File: config.mk
export PLATFORM = sky130hd
export DESIGN_NAME = jfsd_ram
export DESIGN_NICKNAME = d
export VERILOG_FILES = /design/src/sv/j1939_frame_signal_decoder_assert.svh /design/src/sv/jfsd_ram.sv
export SDC_FILE = /design/constraint.sdc
export NUM_CORES = 1
export LEC_CHECK = 0
export BUFFER_PORTS_ARGS = -buffer_cell sky130_fd_sc_hd__buf_2
export CORE_ASPECT_RATIO = 1.25
export CORE_MARGIN = 2
export CORE_UTILIZATION = 55
export CTS_BUF_LIST = sky130_fd_sc_hd__clkbuf_8 sky130_fd_sc_hd__clkbuf_16
export CTS_CLUSTER_DIAMETER = 150
export DETAILED_ROUTE_END_ITERATION = 16
export PLACE_DENSITY = 0.71
export SLEW_MARGIN = 25
export SYNTH_ARGS = -nofsm -noshare
export SYNTH_HDL_FRONTEND = slang
export SYNTH_SLANG_ARGS = --single-unit
File: constraint.sdc
create_clock -name clk -period 3.2 [get_ports clk]
set_input_delay 0.64 -clock clk [delete_from_list [all_inputs] [get_ports clk]]
set_output_delay 0.64 -clock clk [all_outputs]
set_load 0.02 [all_outputs]
File: src/sv/j1939_frame_signal_decoder_assert.svh
// Assertion macros shared by the decoder RTL.
// Every macro samples on clk and is disabled while rst_n is low.
`ifndef J1939_FRAME_SIGNAL_DECODER_ASSERT_SVH
`define J1939_FRAME_SIGNAL_DECODER_ASSERT_SVH

// Check a same-cycle implication.
`define JFSD_ASSERT_IMP(lbl, ante, cons, msg) \
  lbl: assert property (@(posedge clk) disable iff (!rst_n) (ante) |-> (cons)) \
    else $error(msg);

// Check a next-cycle implication.
`define JFSD_ASSERT_NXT(lbl, ante, cons, msg) \
  lbl: assert property (@(posedge clk) disable iff (!rst_n) (ante) |=> (cons)) \
    else $error(msg);

`endif

File: src/sv/jfsd_ram.sv
`timescale 1ns / 1ps
`default_nettype none

module jfsd_ram #(
  parameter int WIDTH = 8,
  parameter int DEPTH = 64
) (
  input  wire logic                                    clk,
  input  wire logic                                    we,
  input  wire logic [((DEPTH > 1) ? $clog2(DEPTH) : 1)-1:0] waddr,
  input  wire logic [WIDTH-1:0]                        wdata,
  input  wire logic                                    re,
  input  wire logic [((DEPTH > 1) ? $clog2(DEPTH) : 1)-1:0] raddr,
  output logic      [WIDTH-1:0]                        rdata
);

  logic [WIDTH-1:0] mem [DEPTH];

  always_ff @(posedge clk) begin
    if (we) begin
      mem[waddr] <= wdata;
    end
    if (re) begin
      rdata <= mem[raddr];
    end
  end

endmodule

`default_nettype wire

==> key figures <==
Routing
  – Vias/cell: ~6.3
  – Vias: 9,981
  – DRT Pass-1 Iters: 5
  – DRC viols: 0
  – Post-DRT Antenna Nets: 0
  – Wirelength per Cell: between 20 and 30 um
  – Detailed Route WL: 44,870 um
  – Initial DRC count: 1,240

Logic synthesis
  – Most area-consuming cells after synthesis: edfxtp_1 (77%), mux4_2 (14%), nor2_1 (1.5%)
  – Prevailing post-synth register cell: edfxtp_1
  – Sequential area share after synthesis: 0.7712
  – Post-synth top area cell: edfxtp_1
  – Post-synthesis async set-or-reset flop share: 0
  – Mapped Cells: 940
  – Netlist cell types: 39
  – Synth Register Bits: 520
  – Mapped Avg Cell Area: around 22 um2
  – Mapped Nets: between 900 and 1,000
  – Post-Synthesis Cell Area: 0.02025 mm2
  – Post-synth top area share: 0.7712
  – Synth warnings: 0
  – EDFF count, synth: 520

Timing
  – Fmax: 414.4 MHz
  – RSZ-0062 raised after global routing: no
  – Final hold vios: 0
  – Slew @ Worst Pin: slightly above 0.7 ns
  – Fin crit share: 0.7541
  – Final setup violation count: 0
  – Setup tns final: 0 ns
  – Worst relative slew slack: 0.5214
  – Clock skew: 0.008301 ns
  – Fin. max-slew vios: 0
  – Hold_ws: between 0.4 and 0.5 ns
  – Clock period minus worst slack: roughly 2.4 ns

Place
  – GP Congestion: between 0.8 and 0.9
  – # port buffers: 30
  – DP HPWL: approximately 28,000 um
  – Cell count after placement: approximately 1,500

CTS
  – Clock Path Buffers: 3
  – Number of H-tree levels: 2
  – Worst-skew pair later-pin latency: approximately 0.55 ns
  – Clock buffer count from CTS: 46
  – CTS Root Cell: clkbuf_16
  – CTS Sinks: 520
  – Post-cts resize count: 0
  – Hold-fix buffers at CTS: 0
  – Clock tree from TritonCTS: built
  – Clock slew at reported path FFs: 0.06 ns
  – Setup bufs post-CTS: 0

Setup path
  – Crit path from: raddr[0]
  – RR Startpoint: mem[21][4]
  – R2R depth: 5
  – Crit start category: input port
  – Crit path kind: in2reg
  – Arrival time worst endpoint: 2.70 ns
  – WP data required: 3.49 ns
  – Crit path cell chain: clkbuf_8, buf_12, buf_4, mux4_2, mux2i_1, a21oi_1, o21ai_1, o41ai_1
  – Worst path depth: 8
  – CP bufs+invs: 3
  – Delay-heaviest family, CP: buffers and inverters
  – Critical path's largest stage delay: around 0.56 ns
  – Critical path endpoint category: flop
  – Slowest CP cell: mux4_2
  – Crit path max fanout: 22

Power
  – Tot Pwr: 13,660 uW
  – PwrDens: between 500 and 600 mW/mm2
  – Max VDD drop: around 0.4 mV
  – Lkg Pwr: roughly 0.0074 uW

Floorplanning
  – Cell row count: a little under 80
  – Core area: ~0.036 mm2
  – Die area: ~0.038 mm2
  – Die height: around 220 um
  – # IOs: 31
  – Initial Util: 0.5577
  – Die width: between 150 and 200 um

Global route
  – Tot GR Track Use: 0.2416
  – Total gr overflow: 0
  – Vias in the first global route: about 10,000
  – Global-route wire length before repair: approximately 66,000 um
  – Initial antenna violation count: 1
  – Largest net degree at the start of global routing: 65

Layout
  – Final Instance Count excl. Fillers: approximately 1,600
  – Layout cells sized above 1: 0.3019
  – Final Net Count: roughly 1,100
  – Area grow syn2layout: 13.53%

Hold path
  – WHS Path Cells: 1
  – HP Class: in2reg
  – Hold path startpoint: re

Flow run
  – Reported max-cap violation count: 0

Status
  – Outcome: finished, final reports clean
[report_power, final]
| part | leakage, uW | internal [uW] | switching (uW) | total [uW] |
|---|---|---|---|---|
| Combinational | 0.00196 | 278 | 434 | 712 |
| Sequential | 0.00469 | 7550 | 19.7 | 7570 |
| Clock | 0.000752 | 3070 | 2310 | 5380 |
[final timing paths]
path / endpoint / slack, ns
setup / recovery: rdata[5] / 0.79
hold / removal: rdata[6] / 0.48
hold reg to reg: rdata[2] / 0.92
setup reg to reg: rdata[4] / 0.94
[flip-flops by register name, summed over array words and instances (netlist names)]
register,count
mem,512
rdata,8
[metrics by stage]
step / cell area, um2 / utilization / setup slack, ns
2_1_floorplan: 20250 / - / 0.7537
3_3_place_gp: 21510 / 0.5925 / 0.2648
3_5_place_dp: 21510 / 0.5925 / 0.2386
4_1_cts: 22980 / 0.6329 / 0.8200
5_1_grt: 22990 / 0.6332 / 0.7071
6_report: 22990 / 0.6332 / 0.7868
[cell usage after synthesis (6+ instances only)]
cell and instances:
a221oi_1 6, buf_2 11, buf_4 13, clkbuf_1 17
edfxtp_1 520, mux2_2 13, mux2i_1 23, mux4_2 126
nand2_1 19, nand2b_1 7, nand3_1 13, nor2_1 83
nor2b_1 14, nor3_1 7, o221ai_1 8, o22ai_1 8
[placed cells by master, fill, tap and decap left out, types with 9 or more instances in the layout]
master and instances:
edfxtp_1 520, mux4_2 126, buf_4 103, nor2_1 83, clkbuf_16 49, buf_2 24, mux2i_1 23, nand2_1 19
nor2b_1 14, mux2_2 13, nand3_1 13, clkinv_1 13, inv_1 9
[kinds of logic after synthesis]
family                 Yosys count  synth area share
AOI/OAI and AO/OA               54           0.02064
buffers and inverters           51           0.01563
DFF                            520            0.7712
muxes                          162            0.1588
and+or+nand+nor                153           0.03374
[metal layers]
metal,global-route usage,up-vias,part of all wire
met1,0.3318,5284,0.39
met5,0,-,0
met2,0.4092,434,0.51
li1,-,4188,-
met4,0.07410,0,0.027
met3,0.03323,75,0.066
[cell type report]
cell class                      instances  area (um2)
Clock inverter                         33       240.2
Fill cell                            2405       13320
Multi-Input combinational cell        369        4315
Timing Repair Buffer                  132       987.2
Antenna cell                            1       2.502
Clock buffer                           49        1226
Tap cell                              480       600.6
Sequential cell                       520       15620
(Power assumes the default switching activity.)
