**src/sv/j1939_frame_signal_decoder_assert.svh**
```systemverilog
// Assertion macros shared by the decoder RTL.
// Every macro samples on clk and is disabled while rst_n is low.
`ifndef J1939_FRAME_SIGNAL_DECODER_ASSERT_SVH
`define J1939_FRAME_SIGNAL_DECODER_ASSERT_SVH

// Check a same-cycle implication.
`define JFSD_ASSERT_IMP(lbl, ante, cons, msg) \
  lbl: assert property (@(posedge clk) disable iff (!rst_n) (ante) |-> (cons)) \
    else $error(msg);

// Check a next-cycle implication.
`define JFSD_ASSERT_NXT(lbl, ante, cons, msg) \
  lbl: assert property (@(posedge clk) disable iff (!rst_n) (ante) |=> (cons)) \
    else $error(msg);

`endif

```
**src/sv/jfsd_pkg.sv**
```systemverilog
`timescale 1ns / 1ps
`default_nettype none

package jfsd_pkg;

  // Item opcodes
  localparam logic [1:0] OP_DECODE = 2'd0;
  localparam logic [1:0] OP_WRITE  = 2'd1;
  localparam logic [1:0] OP_CLEAR  = 2'd2;

  // Result status codes
  localparam logic [1:0] ST_VALUE     = 2'd0;
  localparam logic [1:0] ST_NOT_J1939 = 2'd1;
  localparam logic [1:0] ST_NO_DEF    = 2'd2;

  localparam logic [7:0] PF_PDU2_MIN = 8'd240;
  localparam logic [7:0] BCAST_ADDR  = 8'hFF;
  localparam logic [5:0] MAX_LEN     = 6'd32;
  localparam logic [3:0] MAX_DLC     = 4'd8;

  localparam int PGN_W   = 18;
  localparam int VALUE_W = 57;

  // One signal definition, as stored in the entry memory
  typedef struct packed {
    logic signed [15:0] bias;
    logic [23:0]        scale;
    logic [5:0]         bit_count;
    logic [2:0]         bit_start;
    logic [2:0]         byte_start;
  } entry_t;

  localparam int ENTRY_W = $bits(entry_t);

endpackage

`default_nettype wire

```
**src/sv/jfsd_value.sv**
```systemverilog
`timescale 1ns / 1ps
`default_nettype none

// Three-stage value unit: extract field, multiply by resolution, add offset.
module jfsd_value
  import jfsd_pkg::*;
(
  input  wire logic                      clk,
  input  wire logic                      rst_n,
  input  wire logic                      go,
  input  wire logic [63:0]               data,
  input  wire logic [3:0]                dlc,
  input  wire entry_t                    ent,
  output logic                           done,
  output logic signed [VALUE_W-1:0]      value
);

  logic [63:0]        win64;
  logic [39:0]        win40;
  logic [31:0]        len_mask;
  logic [31:0]        raw;
  logic               zero;

  logic               v1_r, v2_r, done_r;
  logic [31:0]        raw_r;
  logic [23:0]        scale_r;
  logic signed [15:0] bias1_r, bias2_r;
  logic               zero1_r, zero2_r;
  logic [55:0]        prod_r;
  logic signed [VALUE_W-1:0] value_r;

  always_comb begin
    zero     = ({1'b0, ent.byte_start} >= dlc) || (ent.bit_count > MAX_LEN);
    win64    = data >> {ent.byte_start, 3'b000};
    win40    = win64[39:0] >> ent.bit_start;
    len_mask = (ent.bit_count == 6'd0) ? 32'h0 :
               (32'hFFFF_FFFF >> (MAX_LEN - ent.bit_count));
    raw      = zero ? 32'h0 : (win40[31:0] & len_mask);
  end

  always_ff @(posedge clk) begin
    if (!rst_n) begin
      v1_r   <= 1'b0;
      v2_r   <= 1'b0;
      done_r <= 1'b0;
    end else begin
      v1_r   <= go;
      v2_r   <= v1_r;
      done_r <= v2_r;
    end
    raw_r   <= raw;
    scale_r <= ent.scale;
    bias1_r <= ent.bias;
    zero1_r <= zero;
    prod_r  <= raw_r * scale_r;
    bias2_r <= bias1_r;
    zero2_r <= zero1_r;
    // add the offset in Q.16 unless the field starts past the payload or is too long
    value_r <= zero2_r ? '0 :
               $signed({1'b0, prod_r}) + $signed({{25{bias2_r[15]}}, bias2_r, 16'h0000});
  end

  assign done  = done_r;
  assign value = value_r;

endmodule

`default_nettype wire

```
**config.mk**
```make
export PLATFORM = sky130hd
export DESIGN_NAME = jfsd_value
export DESIGN_NICKNAME = d
export VERILOG_FILES = /design/src/sv/j1939_frame_signal_decoder_assert.svh /design/src/sv/jfsd_pkg.sv /design/src/sv/jfsd_value.sv
export SDC_FILE = /design/constraint.sdc
export NUM_CORES = 2
export LEC_CHECK = 0
export BUFFER_PORTS_ARGS = -buffer_cell sky130_fd_sc_hd__buf_2
export CORE_MARGIN = 1
export CORE_UTILIZATION = 31
export CTS_CLUSTER_DIAMETER = 80
export DETAILED_ROUTE_END_ITERATION = 7
export GPL_ROUTABILITY_DRIVEN = 0
export SLEW_MARGIN = 10
export SYNTH_ARGS = -nofsm -noshare
export SYNTH_HDL_FRONTEND = slang
export SYNTH_SLANG_ARGS = --single-unit
```
**constraint.sdc**
```tcl
create_clock -name clk -period 8.5 [get_ports clk]
set_clock_uncertainty 0.15 [all_clocks]
set_input_delay 1.275 -clock clk [delete_from_list [all_inputs] [get_ports clk]]
set_output_delay 1.275 -clock clk [all_outputs]
set_load 0.02 [all_outputs]
```
==> summary.md <==
| Metric | Value |
|---|---|
| Outcome | complete, no violations |
| Hold crit path type | reg -> reg |
| Avg Cell Area, Syn | 8.93 um2 |
| Detail Route Antenna Nets | 0 |
| Lkg Pwr | 18.9 nW |
| Most instantiated cells after synthesis | 746 x inv_1, 659 x fa_1, 494 x nand2_1, 411 x and2_1, 229 x ha_1 |
| Period utilization | 91.0% |
| Die Y-Extent | 336 um |
| Vias | 25800 |
| Largest area contributor in the synthesized netlist | fa_1 |
| Antenna violations before repair | 14 |
| Wire length per cell | 17.6 um |
| P per Cell Area | 210 nW/um2 |
| Power Total | 0.00802 W |
| Seq/Total Area, Yosys | 11.9% |
| Setup crit end kind | flop |
| Number of H-tree levels | 1 |
| Max cap viols | 0 |
| Share of post-route cells with drive strength above 1 | 9.27% |
| Critical Path RT | 8.83 ns |
| Asr flop ratio synth | 0% |
| Core Box Area | 111000 um2 |
| Vias in the first global route | 26900 |
| Min cycle time layout | 7.74 ns |
| Ys Warns | 0 |
| Seq. cell area | 4130 um2 |
| Top area cells in the synthesized netlist | fa_1 38%, dfxtp_1 12%, ha_1 8.3%, inv_1 8.1%, and2_1 7.4% |
| Floorplan row count | 122 |
| Area occupied by multi-input gates | 26800 um2 |
| Slew @ Worst Pin | 1.17 ns |
| RSZ-0062 raised after global routing | no |
| DRT iter0 DRCs | 1549 |
| Clock power share | 17.4% |
| Vias/cell | 4.72 |
| Peak VDD IR | 0.000168 V |
| Largest net degree at the start of global routing | 75 |
| Post-CTS setup buffers | 0 |
| GRT Total Usage | 17.2% |
| Fillers | 11300 |
| CTS resizes | 0 |
| Top FF cell, synth | dfxtp_1 |
| Final HPWL from detailed placement | 78100 um |
| Crit path DAT | 8.06 ns |
| Sequential share of power | 16.8% |
| Clock-pin slew on the worst setup and hold paths | 0.06 ns |
| Hold-fix buffers at CTS | 0 |
| EDFF count, synth | 0 |
| Switching Share | 47.4% |
| Comb power frac | 65.8% |
| Slew headroom | 22.2% |
| Ports | 181 |
| TritonCTS Buffers | 30 |
| CP Class | reg -> reg |
| Clock Sink Count | 206 |
| Max Clock Freq | 0.129 GHz |
| Die width | 336 um |
| IO buf count | 180 |
| First-pass GRT wire length | 152000 um |
| TNS Setup | 0 ns |
| Internal Power | 0.00422 W |
| Worst-case clock buffer depth | 3 |
| Fin. Hold Viols | 0 |
| Flops & latches, synth | 206 |
| NetSw | 0.00380 W |
| Setup ws final | 0.762 ns |
| # DRC | 0 |
| Critical Path Fanout Max | 19 |
| Syn_nets | 4884 |
| Final WL | 96000 um |
| Root Driver | clkbuf_16 |
| GRT overflow | 0 |
| Clk Latency, worst-skew pair | 0.60 ns |
| Dpl ws | 0.735 ns |
| Slew Limit Fails | 0 |
| Die area | 113000 um2 |
| Synth Instances | 3873 |
| Top cell type's share of synthesized area | 38.1% |
| CTS tree | yes |
| Netlist Area Pre-Place | 34600 um2 |
| DR pass1 iterations | 7 |
| Synth cell types | 78 |
| Startpoint Class | flop |
| Setup Viol. Count Final | 0 |
| Area delta synth->final | 10.5% |
| Top-count cell post-synth | inv_1 |
| Final layout net count | 4957 |
| Initial Util | 31.3% |
## per-stage QoR
| step | instance area [um2] | cells | util, % | hold WS, ns |
|---|---|---|---|---|
| 2_1_floorplan | 34600 | 3873 | - | 0.160 |
| 3_3_place_gp | 37100 | 5402 | 33.5 | 0.162 |
| 3_5_place_dp | 37100 | 5402 | 33.5 | 0.162 |
| 4_1_cts | 38200 | 5456 | 34.5 | 0.176 |
| 5_1_grt | 38200 | 5462 | 34.5 | 0.184 |
| 6_report | 38200 | 5462 | 34.5 | 0.175 |
## power by group through the flow
stage | Sequential (W) | Clock (W) | Combinational (W)
3_3_place_gp | 0.00137 | 0 | 0.00525
3_5_place_dp | 0.00137 | 0 | 0.00526
5_1_grt | 0.00137 | 0.00148 | 0.00598
6_report | 0.00135 | 0.00140 | 0.00527
4_1_cts | 0.00135 | 0.00145 | 0.00529
2_1_floorplan | 0.00138 | 0 | 0.00389
## cell usage in the layout, fill, tap and decap left out, types with 9 or more instances in the layout
cell       netlist  final
inv_1          746    746
fa_1           659    659
nand2_1        494    494
and2_1         411    411
ha_1           229    229
dfxtp_1        206    202
buf_2           19    180
a21oi_1        148    148
nor2_1         134    134
o21ai_0         82     82
mux2i_1         75     75
buf_4            3     71
xnor2_1         56     56
a21o_1          55     55
nor2b_1         37     37
xor2_1          34     34
clkbuf_16        0     31
a211oi_1        25     25
nand3_1         21     21
mux2_2          21     21
mux4_2          18     18
nand4_1         16     16
nor3_1          16     16
a31oi_1         13     13
o21bai_1        13     13
a2111oi_0       13     13
and3_1          12     12
nand2b_1        11     11
o21ai_1         10     10
o211ai_1         9      9
## final cells by class
class / instances / share of cell area (%)
Multi-Input combinational cell: 2709 / 70.2
Sequential cell: 206 / 10.8
Clock inverter: 18 / 0.776
Tap cell: 1488 / 4.87
Clock buffer: 36 / 2.16
Inverter: 747 / 7.34
Timing Repair Buffer: 252 / 3.80
Antenna cell: 6 / 0.0393
## flip-flops by register name, summed over array words and instances, names as in the netlist
| signal | count |
|---|---|
| bias1_r | 16 |
| prod_r | 56 |
| zero2_r | 1 |
| zero1_r | 1 |
| bias2_r | 16 |
| done | 1 |
| v1_r | 1 |
| value | 57 |
| raw_r | 32 |
| scale_r | 24 |
| v2_r | 1 |
## cell families after synthesis
family	after synthesis	share of synthesized area, %
buffers and inverters	958	10.5
adder cells (fa/ha/maj)	888	46.4
XOR/XNOR	90	2.28
multiplexers	114	4.03
AO/OA/AOI/OAI	433	8.01
flip-flops	206	11.9
AND/OR/NAND/NOR	1184	16.9
## worst paths after layout
path	startpoint	end	slack, ns	cells after the start
setup / recovery	scale_r[2]	prod_r[48]	0.76	23
hold / removal	bias1_r[6]	bias2_r[6]	0.18	0
setup reg to reg	scale_r[2]	prod_r[48]	0.76	23
hold reg to reg	bias1_r[6]	bias2_r[6]	0.18	0
## per-layer routing
layer / GRT usage, % / vias to the layer above / part of all wire (%)
met5: 0 / - / 0.083
met4: 3.98 / 14 / 2.3
met3: 4.24 / 129 / 8.9
met2: 26.3 / 877 / 43
met1: 24.2 / 12800 / 46
li1: - / 12000 / -
## worst max-delay path, stage by stage, from the launching register on
cell	delay, ns
dfxtp_1	0.79
buf_4	0.32
and2_1	0.17
fa_1	0.46
fa_1	0.55
inv_1	0.05
fa_1	0.56
fa_1	0.44
fa_1	0.54
inv_1	0.05
fa_1	0.47
inv_1	0.04
fa_1	0.47
inv_1	0.04
ha_1	0.38
nand4_1	0.14
nand2b_1	0.20
a21oi_1	0.32
o211ai_1	0.23
a21oi_1	0.34
o21ai_1	0.22
o21ai_0	0.36
a21oi_1	0.15
xnor2_1	0.16
No activity file was read; power rests on OpenSTA's default activity.
